## config.mk

```make
export PLATFORM = sky130hd
export DESIGN_NAME = zol_seq
export DESIGN_NICKNAME = d
export VERILOG_FILES = /design/src/rtl/core/zol_pkg.sv /design/src/rtl/core/zol_cmp.sv /design/src/rtl/core/zol_seq.sv
export SDC_FILE = /design/constraint.sdc
export NUM_CORES = 1
export LEC_CHECK = 0
export BUFFER_PORTS_ARGS = -buffer_cell sky130_fd_sc_hd__buf_2
export CAP_MARGIN = 20
export CORE_AREA = 5 5 155 157
export DETAILED_ROUTE_END_ITERATION = 10
export DIE_AREA = 0 0 160 162
export HOLD_SLACK_MARGIN = 0.03
export MAX_ROUTING_LAYER = met4
export PLACE_DENSITY_LB_ADDON = 0.2
export SLEW_MARGIN = 10
export SYNTH_ARGS = -nofsm -noshare
export SYNTH_HDL_FRONTEND = slang
export SYNTH_SLANG_ARGS = --single-unit
```

## constraint.sdc

```tcl
create_clock -name clk_i -period 9.4 [get_ports clk_i]
set_input_delay 0.94 -clock clk_i [delete_from_list [all_inputs] [get_ports clk_i]]
set_output_delay 0.94 -clock clk_i [all_outputs]
set_load 0.1 [all_outputs]
```

## src/rtl/core/zol_pkg.sv

```systemverilog
// Package with shared types, codes and defaults of the zone offset lookup block.
`timescale 1ns / 1ps

package zol_pkg;

  // Default table depths.
  localparam int unsigned TransDepthDef = 1024;
  localparam int unsigned TypeDepthDef  = 256;
  localparam int unsigned LeapDepthDef  = 64;

  // Configuration port widths.
  localparam int unsigned CfgIdxW  = 3;
  localparam int unsigned CfgDataW = 32;

  // Item kinds.
  typedef enum logic [1:0] {
    KIND_QUERY    = 2'd0,
    KIND_WR_TRANS = 2'd1,
    KIND_WR_TYPE  = 2'd2,
    KIND_WR_LEAP  = 2'd3
  } kind_e;

  // Configuration register indexes.
  typedef enum logic [2:0] {
    CFG_TRANS_COUNT  = 3'd0,
    CFG_TYPE_COUNT   = 3'd1,
    CFG_LEAP_COUNT   = 3'd2,
    CFG_FIXED_MODE   = 3'd3,
    CFG_FIXED_OFFSET = 3'd4
  } cfg_idx_e;

  // Sequencer states.
  typedef enum logic [2:0] {
    ST_IDLE,
    ST_LEAP,
    ST_TRANS,
    ST_TYPE_RD,
    ST_TYPE_CHK,
    ST_OFF_CHK,
    ST_DONE
  } seq_state_e;

  // Configuration register set.
  typedef struct packed {
    logic [10:0] transition_count;
    logic [8:0]  type_count;
    logic [6:0]  leap_count;
    logic        fixed_mode;
    logic [31:0] fixed_offset;
  } cfg_t;

  // Table write request.
  typedef struct packed {
    logic        trans_we;
    logic        type_we;
    logic        leap_we;
    logic [9:0]  index;
    logic [31:0] etime;
    logic [7:0]  etype;
    logic [31:0] eoffset;
  } tbl_wr_t;

endpackage

```

## src/rtl/core/zol_cmp.sv

```systemverilog
// Shared signed compare of a 32-bit table time against the 64-bit query time.
`timescale 1ns / 1ps

module zol_cmp (
  input  logic [31:0] entry_i,
  input  logic [63:0] key_i,
  output logic        lt_o,
  output logic        eq_o
);

  logic signed [63:0] entry_ext;

  // Sign-extend the table time, then compare as signed 64-bit values.
  assign entry_ext = $signed({{32{entry_i[31]}}, entry_i});
  assign lt_o      = entry_ext < $signed(key_i);
  assign eq_o      = entry_ext == $signed(key_i);

endmodule

```

## src/rtl/core/zol_seq.sv

```systemverilog
// Query sequencer: scans the leap and transition tables through the shared compare.
`timescale 1ns / 1ps

module zol_seq #(
  parameter int unsigned TRANS_DEPTH = zol_pkg::TransDepthDef,
  parameter int unsigned TYPE_DEPTH  = zol_pkg::TypeDepthDef,
  parameter int unsigned LEAP_DEPTH  = zol_pkg::LeapDepthDef,
  localparam int unsigned TransAw  = (TRANS_DEPTH > 1) ? $clog2(TRANS_DEPTH) : 1,
  localparam int unsigned TypeAw   = (TYPE_DEPTH > 1) ? $clog2(TYPE_DEPTH) : 1,
  localparam int unsigned LeapAw   = (LEAP_DEPTH > 1) ? $clog2(LEAP_DEPTH) : 1,
  localparam int unsigned MaxDepth = (TRANS_DEPTH > LEAP_DEPTH) ? TRANS_DEPTH : LEAP_DEPTH,
  localparam int unsigned CntW     = $clog2(MaxDepth + 1)
) (
  input  logic                clk_i,
  input  logic                rst_ni,
  input  logic                start_i,
  input  logic [63:0]         query_time_i,
  input  zol_pkg::cfg_t       cfg_i,
  input  logic                room_i,
  output logic                busy_o,
  output logic                done_o,
  output logic [31:0]         leap_offset_o,
  output logic [31:0]         leap_second_o,
  output logic [31:0]         zone_offset_o,
  output logic [TransAw-1:0]  trans_raddr_o,
  output logic [TypeAw-1:0]   type_raddr_o,
  output logic [LeapAw-1:0]   leap_raddr_o,
  input  logic [31:0]         trans_time_i,
  input  logic [7:0]          trans_type_i,
  input  logic [31:0]         type_off_i,
  input  logic [31:0]         leap_base_i,
  input  logic [31:0]         leap_sum_i
);

  zol_pkg::seq_state_e state_q, state_d;

  logic [CntW-1:0]    cnt_q, cnt_d;
  logic               pend_q, pend_d;
  logic [TransAw-1:0] sel_q, sel_d;
  logic [63:0]        qtime_q, qtime_d;
  logic [31:0]        lo_q, lo_d;
  logic [31:0]        ls_q, ls_d;
  logic [31:0]        zo_q, zo_d;

  logic [31:0]   leap_cnt32;
  logic [31:0]   trans_cnt32;
  logic [31:0]   type_cnt32;
  logic [CntW-1:0] leap_n;
  logic [CntW-1:0] trans_n;
  logic [31:0]   type_n;
  logic          leap_end;
  logic          trans_end;
  logic [CntW-1:0] cnt_m1;
  logic [31:0]   cmp_entry;
  logic          cmp_lt;
  logic          cmp_eq;
  logic          hit_eq;
  logic          hit_ge;
  logic [7:0]    tt_val;
  logic          tt_ok;

  // Counts saturate at the table depths.
  assign leap_cnt32  = {25'd0, cfg_i.leap_count};
  assign trans_cnt32 = {21'd0, cfg_i.transition_count};
  assign type_cnt32  = {23'd0, cfg_i.type_count};
  assign leap_n  = (leap_cnt32 > LEAP_DEPTH) ? CntW'(LEAP_DEPTH) : leap_cnt32[CntW-1:0];
  assign trans_n = (trans_cnt32 > TRANS_DEPTH) ? CntW'(TRANS_DEPTH) : trans_cnt32[CntW-1:0];
  assign type_n  = (type_cnt32 > TYPE_DEPTH) ? TYPE_DEPTH : type_cnt32;

  assign leap_end  = cnt_q >= leap_n;
  assign trans_end = cnt_q >= trans_n;
  assign cnt_m1    = cnt_q - CntW'(1);

  // One compare unit serves both scans.
  assign cmp_entry = (state_q == zol_pkg::ST_TRANS) ? trans_time_i : leap_base_i;

  zol_cmp u_cmp (
    .entry_i (cmp_entry),
    .key_i   (qtime_q),
    .lt_o    (cmp_lt),
    .eq_o    (cmp_eq)
  );

  // Read data of the entry issued last cycle is checked while the next one is read.
  assign hit_eq = pend_q && cmp_eq;
  assign hit_ge = pend_q && !cmp_lt;

  // Type of the selected transition; no transitions means type 0.
  assign tt_val = (trans_n == '0) ? 8'd0 : trans_type_i;
  assign tt_ok  = {24'd0, tt_val} < type_n;

  // Table read addresses.
  assign leap_raddr_o  = cnt_q[LeapAw-1:0];
  assign trans_raddr_o = (state_q == zol_pkg::ST_TRANS) ? cnt_q[TransAw-1:0] : sel_q;
  assign type_raddr_o  = tt_val[TypeAw-1:0];

  // Next state.
  always_comb begin
    state_d = state_q;
    unique case (state_q)
      zol_pkg::ST_IDLE: begin
        if (start_i) begin
          state_d = zol_pkg::ST_LEAP;
        end
      end
      zol_pkg::ST_LEAP: begin
        if (leap_end || hit_eq) begin
          state_d = cfg_i.fixed_mode ? zol_pkg::ST_DONE : zol_pkg::ST_TRANS;
        end
      end
      zol_pkg::ST_TRANS: begin
        if (trans_end || hit_ge) begin
          state_d = zol_pkg::ST_TYPE_RD;
        end
      end
      zol_pkg::ST_TYPE_RD: begin
        state_d = zol_pkg::ST_TYPE_CHK;
      end
      zol_pkg::ST_TYPE_CHK: begin
        state_d = tt_ok ? zol_pkg::ST_OFF_CHK : zol_pkg::ST_DONE;
      end
      zol_pkg::ST_OFF_CHK: begin
        state_d = zol_pkg::ST_DONE;
      end
      zol_pkg::ST_DONE: begin
        if (room_i) begin
          state_d = zol_pkg::ST_IDLE;
        end
      end
      default: begin
        state_d = zol_pkg::ST_IDLE;
      end
    endcase
  end

  // Scan counters and result updates.
  always_comb begin
    cnt_d   = cnt_q;
    pend_d  = pend_q;
    sel_d   = sel_q;
    qtime_d = qtime_q;
    lo_d    = lo_q;
    ls_d    = ls_q;
    zo_d    = zo_q;
    unique case (state_q)
      zol_pkg::ST_IDLE: begin
        if (start_i) begin
          qtime_d = query_time_i;
          cnt_d   = '0;
          pend_d  = 1'b0;
          sel_d   = '0;
          lo_d    = '0;
          ls_d    = '0;
          zo_d    = '0;
        end
      end
      zol_pkg::ST_LEAP: begin
        if (pend_q && cmp_lt) begin
          lo_d = leap_sum_i;
        end
        if (hit_eq) begin
          ls_d = leap_sum_i - lo_q;
        end
        cnt_d  = leap_end ? cnt_q : cnt_q + CntW'(1);
        pend_d = !leap_end;
        if (leap_end || hit_eq) begin
          cnt_d  = '0;
          pend_d = 1'b0;
          if (cfg_i.fixed_mode) begin
            zo_d = cfg_i.fixed_offset;
          end
        end
      end
      zol_pkg::ST_TRANS: begin
        // Remember the last transition still before the timestamp.
        if (pend_q && cmp_lt) begin
          sel_d = cnt_m1[TransAw-1:0];
        end
        cnt_d  = trans_end ? cnt_q : cnt_q + CntW'(1);
        pend_d = !trans_end;
        if (trans_end || hit_ge) begin
          cnt_d  = '0;
          pend_d = 1'b0;
        end
      end
      zol_pkg::ST_OFF_CHK: begin
        zo_d = type_off_i;
      end
      default: begin
      end
    endcase
  end

  // Control state.
  always_ff @(posedge clk_i or negedge rst_ni) begin
    if (!rst_ni) begin
      state_q <= zol_pkg::ST_IDLE;
      cnt_q   <= '0;
      pend_q  <= 1'b0;
    end else begin
      state_q <= state_d;
      cnt_q   <= cnt_d;
      pend_q  <= pend_d;
    end
  end

  // Payload registers.
  always_ff @(posedge clk_i) begin
    sel_q   <= sel_d;
    qtime_q <= qtime_d;
    lo_q    <= lo_d;
    ls_q    <= ls_d;
    zo_q    <= zo_d;
  end

  assign busy_o        = state_q != zol_pkg::ST_IDLE;
  assign done_o        = (state_q == zol_pkg::ST_DONE) && room_i;
  assign leap_offset_o = lo_q;
  assign leap_second_o = ls_q;
  assign zone_offset_o = zo_q;

endmodule

```

# After elaboration in Yosys (flattened, before gate mapping)
# Cells that the tools add are included.
word_totals:
  ff_bits: 185
  input_bits: 264
  output_inout_bits: 122
  wordCells: 93
classes:
  addsub: 3
  n_lt_le_gt_ge: 7
  eq_ne: 17
  muxes: 34
  n_reduce_logical: 24
op_table:
  columns: ["cell", "count"]
  rows:
  - ["2-to-1 mux 32 bit", 6]
  - ["one-hot mux 32 bit (2 select lines)", 2]
  - ["one-hot mux 32 bit (3 select lines)", 1]
  - ["2-to-1 mux 11 bit", 6]
  - ["equality test 32 x 64 -> 1 bit", 1]
  - ["< comparator 32 x 64 -> 1 bit", 1]
  - ["one-hot mux 11 bit (3 select lines)", 1]
  - ["subtractor 32 bit", 1]
  - ["2-to-1 mux 10 bit", 3]
  - ["one-hot mux 3 bit (7 select lines)", 1]
  - ["one-hot mux 10 bit (2 select lines)", 1]
  - ["2-to-1 mux 3 bit", 5]
  - ["inequality test 2 bit, second input constant", 6]
  - ["AND reduction 4 bit", 3]
  - ["adder 11 x 1 -> 11 bit, second input constant", 1]
  - [">= comparator 11 bit", 1]
  - [">= comparator 11 x 7 -> 1 bit", 1]
  - ["greater-than comparator 11 bit, second input constant", 1]
  - ["zero test 11 bit", 1]
  - ["subtractor 10 x 1 -> 10 bit, second input constant", 1]
  - ["equality test 3 bit, second input constant", 3]
  - ["greater-than comparator 9 bit, second input constant", 1]
  - ["< comparator 8 x 9 -> 1 bit", 1]
  - ["2-to-1 mux 9 bit", 1]
  - ["19 further kinds", 35]

# Depth between registers and ports, before layout
# Gate-level depths: netlist (run 1).
logic_depth:
  word_depth: 8
  ltp_mapped: 17
  mapped_depth_nobuf: 13

# Hierarchy
# Synthesis (run 1) repeated with hierarchy kept, for this count alone.
hier_totals:
  hier_cells: 1161
  hier_area_um2: 11592.4
by_module_without_submodules:
  columns: ["module", "n_inst", "cells_each", "area_each_um2", "seq_area_each_um2"]
  rows:
  - ["zol_seq", 1, 929, 9959.6, 5480.3]
  - ["zol_cmp", 1, 232, 1632.8, 0.0]

# Worst setup path before layout (run 1)
# No wires, ideal clock.
synth_path:
  kind: "register to register"
  from: "reg state_q[1]"
  to: "reg ls_q[0], in the netlist leap_second_o[0] (enable)"
  arrival_time_ps: 6433
  required_ps: 8930
  setup_slack_ps: 2497
  path_stages_with_launch: 15
  n_path_buf: 3
  cell_sequence: "dfrtp_1 -> clkbuf_1 -> or3b_2 -> clkbuf_1 -> clkbuf_1 -> nand2_1 -> nand2_1 -> ha_1 -> nand4_1 -> nor4_2 -> nand3_2 -> or4b_4 -> nor4_1 -> nand2_1 -> a21boi_0"
synth_between:
  elab_chain_cells: 6
  word_cells_on_any_way: 10
  cone_classes: "eq/ne: 5; mux: 1; reduce/logical: 4"
synth_lines:
  columns: ["item", "line", "rtl"]
  rows:
  - ["start, declared", "zol_seq.sv:35", "zol_pkg::seq_state_e state_q, state_d;"]
  - ["start signal, assigned", "zol_seq.sv:197", "state_q <= zol_pkg::ST_IDLE;"]
  - ["start signal, assigned", "zol_seq.sv:201", "state_q <= state_d;"]
  - ["equality test 3 x 2 -> 1 bit", "zol_seq.sv:75", "assign cmp_entry = (state_q == zol_pkg::ST_TRANS) ? trans_time_i : leap_base_i;"]
  - ["2-to-1 mux 32 bit", "zol_seq.sv:75", null]
  - ["equality test 32 x 64 -> 1 bit", "zol_cmp.sv:16", "assign eq_o = entry_ext == $signed(key_i);"]
  - ["logical AND 1 bit", "zol_seq.sv:85", "assign hit_eq = pend_q && cmp_eq;"]
  - ["inequality test 2 bit (no line)", null, null]
  - ["AND reduction 3 bit (no line) (*)", null, null]
  - ["end signal, assigned", "zol_seq.sv:212", "ls_q <= ls_d;"]
  - ["end, declared", "zol_seq.sv:42", "logic [31:0] ls_q, ls_d;"]
# Every way passes the cells marked *; elsewhere a longest branch is shown, timed or not.
# A chain may end at the register's enable or synchronous reset.

# Worst setup path after layout (run 1)
layout_path:
  from: "reg state_q[0]"
  to: "reg ls_q[26], in the netlist leap_second_o[26] (enable)"
# The elaborated chain is that of the path after synthesis.

==> results of run 1 <==
[cells by family after synthesis]
group / count (synthesis)
XOR/XNOR: 40
buffers and inverters: 166
adder cells (fa/ha/maj): 123
multiplexers: 2
flip-flops: 185
AO/OA/AOI/OAI: 209
AND/OR/NAND/NOR: 417
[per-layer routing]
metal,vias to the layer above,wire [um],global-route usage
met3,60,2300,0.0525
met5,-,0,-
li1,4827,-,-
met2,401,16200,0.412
met4,0,800,0.0880
met1,4543,13200,0.315
[state kept, by name (all words and copies together), names as in the netlist]
register / cells
qtime_q: 64
leap_offset_o: 32
leap_second_o: 32
zone_offset_o: 32
cnt_q: 11
sel_q: 10
state_q: 3
pend_q: 1
[how the worst max path moves through the flow]
stage	startpoint	endpoint	slack, ns
2_1_floorplan	state_q[1]	leap_second_o[0]	2.50
3_3_place_gp	state_q[0]	leap_second_o[27]	3.59
3_5_place_dp	state_q[0]	leap_second_o[27]	3.36
4_1_cts	state_q[0]	leap_second_o[26]	3.33
5_1_grt	state_q[0]	leap_second_o[26]	3.53
6_report	state_q[0]	leap_second_o[26]	3.93
[Yosys cell counts, types with 13 or more instances]
library cell / count
and3_1: 42
xnor2_1: 21
a21oi_1: 48
nor2_1: 73
inv_1: 115
xor2_1: 19
clkbuf_1: 44
nand2_1: 173
nand4_1: 22
nor3_1: 13
nand3_1: 14
edfxtp_1: 170
a22o_1: 32
a21o_1: 17
o21ai_0: 45
ha_1: 122
nor2b_1: 15
nand2b_1: 14
dfrtp_1: 15
[cell usage in the layout (no fill, tap or decap), drive strengths merged, types with 8 or more instances in the layout]
| cell type | synthesis | routed |
|---|---|---|
| a211oi | 8 | 8 |
| a21o | 17 | 17 |
| a21oi | 48 | 48 |
| a22o | 32 | 32 |
| a31oi | 9 | 9 |
| and2 | 12 | 12 |
| and3 | 42 | 42 |
| buf | 7 | 398 |
| clkbuf | 44 | 17 |
| dfrtp | 15 | 15 |
| edfxtp | 170 | 170 |
| ha | 122 | 122 |
| inv | 115 | 123 |
| nand2 | 173 | 173 |
| nand2b | 14 | 14 |
| nand3 | 15 | 15 |
| nand4 | 22 | 22 |
| nor2 | 73 | 73 |
| nor2b | 15 | 15 |
| nor3 | 13 | 13 |
| o21ai | 47 | 47 |
| or3 | 9 | 9 |
| xnor2 | 21 | 21 |
| xor2 | 19 | 19 |
[worst reg2reg max path, cell delays in order (launching register included)]
cell and delay, ns:
dfrtp_1 0.36, buf_4 0.26, or3b_2 0.49, buf_4 0.30, nand2_1 0.14, nand2_1 0.26, buf_8 0.28, ha_1 0.31
nand4_1 0.13, nor4_2 0.44, nand3_2 0.16, or4b_4 0.53, nor4_1 0.40, nand2_1 0.17, a21boi_4 0.85
[layout make-up]
class | instances | area [sq um] | area share
sequential | 185 | 5480 | 0.382
multi-input combinational | 791 | 5380 | 0.375
timing repair buffer | 398 | 2060 | 0.144
inverter | 115 | 432 | 0.0301
clock buffer | 17 | 425 | 0.0297
tap | 285 | 357 | 0.0249
clock inverter | 15 | 181 | 0.0127
antenna | 7 | 17.5 | 0.00122
[stage by stage]
stage / power (W) / setup WS [ns] / std cells / util
floorplan: 0.00305 / 2.50 / 1142 / -
global placement: 0.00350 / 3.59 / 1771 / 0.610
detailed placement: 0.00356 / 3.36 / 1771 / 0.610
CTS: 0.00431 / 3.33 / 1803 / 0.638
global route: 0.00458 / 3.53 / 1813 / 0.641
finish: 0.00431 / 3.93 / 1813 / 0.641
[power by group through the flow]
stage	clock network, W	registers [W]	logic, W
6_report	0.000742	0.00119	0.00238
5_1_grt	0.000790	0.00121	0.00258
4_1_cts	0.000755	0.00120	0.00236
3_5_place_dp	0	0.00121	0.00235
3_3_place_gp	0	0.00121	0.00230
2_1_floorplan	0	0.00172	0.00134
==> results_tabular.tex, run 1 <==
\begin{tabular}{lr}
\hline
Metric & Value \\
\hline
\multicolumn{2}{l}{\textbf{Route}} \\
\quad Antenna-violating nets left & 0 \\
\quad Drt total wl & 32.5 mm \\
\quad Wirelength per Cell & 17.9 um \\
\quad First-pass iteration count of the detailed router & 7 \\
\quad Ratio of routed vias to standard cells & 5.42 \\
\quad Drt initial violations & 732 \\
\quad DRC Markers & 0 \\
\quad Via count & 9,831 \\
\multicolumn{2}{l}{\textbf{Clocking}} \\
\quad Cts bufs inserted & 17 \\
\quad TritonCTS clock tree & built \\
\quad Clk Tree Root Cell & clkbuf\_16 \\
\quad Hold-fix buffers, CTS & 0 \\
\quad H-tree lvl count & 4 \\
\quad Number of resized instances in the post-cts repair step & 0 \\
\quad Clock transition at the register clock pins on the worst setup and hold paths after CTS & 0.08 ns \\
\quad Maximum buffer depth of the clock tree & 2 \\
\quad Setup repair bufs after CTS & 0 \\
\quad Clock insertion delay at the later pin of the skew report & 0.44 ns \\
\quad Total number of clock tree sinks & 185 \\
\multicolumn{2}{l}{\textbf{Critical path}} \\
\quad Data arrival, critical path & 5.52 ns \\
\quad Largest fanout on the critical path & 55 \\
\quad Delay of the slowest cell on the worst path & 0.85 ns \\
\quad Count of buffering cells on the critical path with inverters included & 3 \\
\quad Startpoint-to-endpoint class of the critical path & register to register \\
\quad Worst reg2reg endpoint & leap\_second\_o[26] \\
\quad Crit path max-delay cell type & a21boi\_4 \\
\quad Startpoint type of the worst setup path & register \\
\quad Ordered cell list for the critical path & buf\_4, or3b\_2, buf\_4, nand2\_1, nand2\_1, buf\_8, ha\_1, nand4\_1, nor4\_2, nand3\_2, or4b\_4, nor4\_1, nand2\_1, a21boi\_4 \\
\quad Worst-case reg-to-reg path depth & 14 \\
\quad FF-to-FF Start & state\_q[0] \\
\quad Reg2Reg Setup Slack & 3.93 ns \\
\quad Number of cells on the critical path & 14 \\
\quad Required time of the critical path & 9.45 ns \\
\quad Setup crit end kind & register \\
\quad Most common cell on crit path & nand2\_1 \\
\quad Cell family contributing the most delay on the critical path & simple AND/OR/NAND/NOR gates \\
\multicolumn{2}{l}{\textbf{Power and ir drop}} \\
\quad Switching power total & 0.00219 W \\
\quad Clock share of power & 0.172 \\
\quad Maximum resistive drop on vdd & 0.000417 V \\
\quad Part of the total power dissipated in combinational logic & 0.551 \\
\quad Cell Pwr Density & 301 nW/um\^{}2 \\
\quad Internal Dissipation & 0.00212 W \\
\quad Proportion of total power due to net switching & 0.509 \\
\quad Leakage power total & 6.97 nW \\
\quad Relative contribution of sequential cells to total power & 0.277 \\
\multicolumn{2}{l}{\textbf{Global route}} \\
\quad Overall Global Routing Usage & 0.252 \\
\quad Via count of the first global-routing pass & 9,870 \\
\quad Largest net degree at the start of global routing & 65 \\
\quad Number of antenna violations at the first check in global routing & 7 \\
\quad Wire length of the first global-routing pass & 51.0 mm \\
\quad Overflow left after global routing & 0 \\
\multicolumn{2}{l}{\textbf{Layout}} \\
\quad Fraction of layout cells with a size suffix above 1 & 0.295 \\
\quad Layout overhead on the synthesized area & 24.8\% \\
\quad Final-stage net count & 1,895 \\
\quad Final cell area excluding filler cells & 14,300 sq um \\
\quad Filler cells & 1,871 \\
\multicolumn{2}{l}{\textbf{Floorplanning}} \\
\quad Die area & 25,900 sq um \\
\quad Floorplan row count & 55 \\
\quad Horizontal die dimension & 160 um \\
\quad Io pins & 386 \\
\quad Starting density of the core & 0.514 \\
\quad Placeable core region & 22,400 sq um \\
\quad Overall die height & 162 um \\
\multicolumn{2}{l}{\textbf{Outcome}} \\
\quad Outcome & complete, no violations \\
\multicolumn{2}{l}{\textbf{Run}} \\
\quad Total of max-cap violations & 0 \\
\multicolumn{2}{l}{\textbf{Yosys}} \\
\quad Synthesized instance count & 1,142 \\
\quad Cell type with the largest total area after synthesis & edfxtp\_1 \\
\quad Total standard cell area after synthesis & 11,500 sq um \\
\quad Post-synthesis mux area share & 0.00174 \\
\quad Number of synthesized flops with an enable pin & 170 \\
\quad Flop and latch count out of synthesis & 185 \\
\quad Synth Area in XOR/XNOR & 0.0305 \\
\quad Prevailing post-synth register cell & edfxtp\_1 \\
\quad Area share of the leading cell type in the synthesized netlist & 0.444 \\
\quad Cell types occupying the most area after synthesis & edfxtp\_1, ha\_1, nand2\_1 \\
\quad Syn nets & 1,529 \\
\quad Sequential element share of the synthesized area & 0.477 \\
\quad Area fraction in compound gates after synthesis & 0.123 \\
\quad Dominant combinational cell family by area after synthesis & simple AND/OR/NAND/NOR gates \\
\quad Area share of fa/ha/maj cells after synthesis & 0.135 \\
\quad Warning count from the yosys run & 0 \\
\quad Post-synth cell types & 65 \\
\quad Mean instance size in the synthesized netlist & 10.1 sq um \\
\quad Post-synthesis simple-gate area fraction & 0.176 \\
\quad Post-synthesis async set-or-reset flop share & 0.0811 \\
\multicolumn{2}{l}{\textbf{Placement}} \\
\quad Placed inst area & 13,700 sq um \\
\quad \# port buffers & 385 \\
\quad Global placement routability congestion & 0.972 \\
\quad Dpl hpwl & 25.3 mm \\
\multicolumn{2}{l}{\textbf{STA}} \\
\quad Clk\_skew & 0.0155 ns \\
\quad Ratio of final minimum period to clock period & 0.582 \\
\quad Count of pins over their slew limit & 0 \\
\quad Max\_slew headroom & 0.284 \\
\quad Worst-Margin Slew & 1.07 ns \\
\quad Final critical-path required period & 5.47 ns \\
\quad RSZ-0062 raised after global routing & no \\
\quad Final count of negative-setup-slack endpoints & 0 \\
\quad Final number of hold-violating endpoints & 0 \\
\quad FMAX & 0.183 GHz \\
\quad Worst-case hold slack & 0.411 ns \\
\quad Post-route setup TNS & 0 ns \\
\multicolumn{2}{l}{\textbf{Min path}} \\
\quad Hold Crit Class & input port to async pin \\
\hline
\end{tabular}
Power figures use the tool's default switching activity.
==> inputs of run 2 (changes only) <==
==> constraint.sdc (replaced) <==
create_clock -name clk_i -period 5.45 [get_ports clk_i]
set_input_delay 0.545 -clock clk_i [delete_from_list [all_inputs] [get_ports clk_i]]
set_output_delay 0.545 -clock clk_i [all_outputs]
set_load 0.1 [all_outputs]
==> results_tabular.tex, run 2 (synthesis gave the netlist of run 1 again) <==
\begin{tabular}{lr}
\hline
Metric & Value \\
\hline
\multicolumn{2}{l}{\textbf{Route}} \\
\quad Drt total wl & 32.4 mm \\
\quad Via count & 9,829 \\
\quad Drt initial violations & 672 \\
\quad DRC Markers & 0 \\
\quad First-pass iteration count of the detailed router & 5 \\
\quad Ratio of routed vias to standard cells & 5.41 \\
\quad Antenna-violating nets left & 0 \\
\quad Wirelength per Cell & 17.8 um \\
\multicolumn{2}{l}{\textbf{Global route}} \\
\quad Number of antenna violations at the first check in global routing & 8 \\
\quad Overall Global Routing Usage & 0.252 \\
\quad Wire length of the first global-routing pass & 51.0 mm \\
\quad Via count of the first global-routing pass & 9,856 \\
\quad Largest net degree at the start of global routing & 55 \\
\quad Overflow left after global routing & 0 \\
\multicolumn{2}{l}{\textbf{Critical path}} \\
\quad Source of the critical timing path & state\_q[2] \\
\quad Most common cell on crit path & buf\_4 \\
\quad Count of buffering cells on the critical path with inverters included & 3 \\
\quad Reg2Reg Setup Slack & 0.50 ns \\
\quad Largest fanout on the critical path & 32 \\
\quad Data arrival, critical path & 5.03 ns \\
\quad Startpoint-to-endpoint class of the critical path & register to register \\
\quad Startpoint type of the worst setup path & register \\
\quad FF-to-FF Start & state\_q[2] \\
\quad Ordered cell list for the critical path & buf\_4, or3b\_2, nand2\_1, nand2\_1, buf\_4, ha\_1, nand4\_1, nor4\_2, nand3\_2, or4b\_4, nor4\_1, or4\_2, and3b\_1, buf\_4 \\
\quad Number of cells on the critical path & 14 \\
\quad Worst-case reg-to-reg path depth & 14 \\
\quad Delay of the slowest cell on the worst path & 0.54 ns \\
\quad Crit path max-delay cell type & or4b\_4 \\
\quad Setup crit end kind & register \\
\quad Required time of the critical path & 5.53 ns \\
\quad Cell family contributing the most delay on the critical path & simple AND/OR/NAND/NOR gates \\
\multicolumn{2}{l}{\textbf{Layout}} \\
\quad Layout overhead on the synthesized area & 24.5\% \\
\quad Commonest non-fill, non-tap cells in the layout & buf\_2, nand2\_1, edfxtp\_1 \\
\quad Fraction of layout cells with a size suffix above 1 & 0.295 \\
\quad Flip-flop count of the largest register, all copies and words added & 64 \\
\quad Most common library cell in the layout ignoring fill and taps & buf\_2 \\
\quad Final-stage net count & 1,899 \\
\quad Register containing the most flip-flops in the final layout & qtime\_q \\
\multicolumn{2}{l}{\textbf{Floorplanning}} \\
\quad Starting density of the core & 0.514 \\
\quad Placeable core region & 22,400 sq um \\
\quad Overall die height & 162 um \\
\quad Die area & 25,900 sq um \\
\quad Horizontal die dimension & 160 um \\
\quad Io pins & 386 \\
\quad Floorplan row count & 55 \\
\multicolumn{2}{l}{\textbf{Clocking}} \\
\quad H-tree lvl count & 4 \\
\quad Cts bufs inserted & 17 \\
\quad Total number of clock tree sinks & 185 \\
\quad Clock transition at the register clock pins on the worst setup and hold paths after CTS & 0.08 ns \\
\quad TritonCTS clock tree & built \\
\quad Clk Tree Root Cell & clkbuf\_16 \\
\quad Maximum buffer depth of the clock tree & 2 \\
\quad Setup repair bufs after CTS & 0 \\
\quad Clock insertion delay at the later pin of the skew report & 0.43 ns \\
\multicolumn{2}{l}{\textbf{Power and ir drop}} \\
\quad Maximum resistive drop on vdd & 0.000675 V \\
\quad Cell Pwr Density & 512 nW/um\^{}2 \\
\quad Leakage power total & 6.96 nW \\
\multicolumn{2}{l}{\textbf{STA}} \\
\quad Final count of negative-setup-slack endpoints & 0 \\
\quad FMAX & 0.202 GHz \\
\quad Worst-Margin Slew & 0.811 ns \\
\quad Ratio of final minimum period to clock period & 0.908 \\
\quad Post-route setup TNS & 0 ns \\
\quad Setup WS post-layout & 0.502 ns \\
\quad RSZ-0062 raised after global routing & no \\
\quad Count of pins over their slew limit & 0 \\
\quad Final critical-path required period & 4.95 ns \\
\quad Final number of hold-violating endpoints & 0 \\
\quad Max\_slew headroom & 0.445 \\
\quad Clk\_skew & 0.0128 ns \\
\multicolumn{2}{l}{\textbf{Placement}} \\
\quad Minimum setup slack after placement & 0.497 ns \\
\quad \# port buffers & 385 \\
\quad Dpl hpwl & 25.5 mm \\
\quad Global placement routability congestion & 0.915 \\
\multicolumn{2}{l}{\textbf{Run}} \\
\quad Total of max-cap violations & 0 \\
\multicolumn{2}{l}{\textbf{Outcome}} \\
\quad Outcome & complete, no violations \\
\multicolumn{2}{l}{\textbf{Min path}} \\
\quad Worst Hold Path Cells & 1 \\
\quad Worst Hold Launch & query\_time\_i[52] \\
\quad Hold Crit Class & input port to register \\
\hline
\end{tabular}
==> run 2: cell count changes in the layout (fill, tap and decap cells not counted), sizes merged <==
| cell | previous run | this run |
|---|---|---|
| buf | 398 | 401 |
| bufinv | 1 | 0 |
| clkbuf | 17 | 18 |
| clkinv | 6 | 7 |
| diode | 7 | 8 |
| dlygate4sd3 | 0 | 1 |
| inv | 123 | 122 |
==> run 2: worst reg2reg max path, stage by stage (launching register included) <==
cell and delay, ns:
dfrtp_1 0.36, buf_4 0.18, or3b_2 0.50, nand2_1 0.08, nand2_1 0.28, buf_4 0.34
ha_1 0.41, nand4_1 0.16, nor4_2 0.34, nand3_2 0.16, or4b_4 0.54, nor4_1 0.45
or4_2 0.26, and3b_1 0.16, buf_4 0.36
==> run 2: area by class of cell <==
type,count,area (sq um)
inverter,115,432
clock buffer,18,429
fill,1872,8070
tap,285,357
timing repair buffer,402,2060
clock inverter,14,130
multi-input combinational,791,5380
antenna,8,20.0
sequential,185,5480
==> run 2: metrics by stage <==
step                      instances  instance area (sq um)   util  total power, W  hold WS [ns]
after floorplan                1142                  11500      -         0.00526         0.249
after global placement         1776                  13700  0.612         0.00605         0.467
after detailed placement       1776                  13700  0.612         0.00615         0.470
after CTS                      1809                  14300  0.638         0.00735         0.275
after global routing           1818                  14300  0.639         0.00781         0.266
final                          1818                  14300  0.639         0.00732         0.288
==> run 2: final timing paths <==
check | to
setup / recovery | zone_offset_o[25]
hold / removal | qtime_q[52]
setup reg to reg | zone_offset_o[25]
hold reg to reg | cnt_q[10]
max in group asynchronous | state_q[0]
min in group asynchronous | cnt_q[2]
==> run 2: what timing repair did <==
| item | in CTS | in global routing |
|---|---|---|
| gates resized for setup | 0 | 0 |
| hold buffers | 1 | 0 |
| endpoints found under the hold margin | 15 | 0 |
==> run 2: layer usage <==
layer  routed length, um  up-vias  share of wire  track usage
met5                   0        -              0            -
met4                 746        0          0.023       0.0817
met3                2180       46          0.067       0.0500
met2               16200      387           0.50        0.420
met1               13200     4555           0.41        0.313
li1                    -     4841              -            -
==> run 2: power breakdown <==
group / leakage [nW] / total (W) / internal, W / switching, W
combinational: 4.90 / 0.00410 / 0.00107 / 0.00303
sequential: 1.78 / 0.00204 / 0.00192 / 0.000119
clock: 0.276 / 0.00119 / 0.000606 / 0.000582
total: 6.96 / 0.00732 / 0.00359 / 0.00373
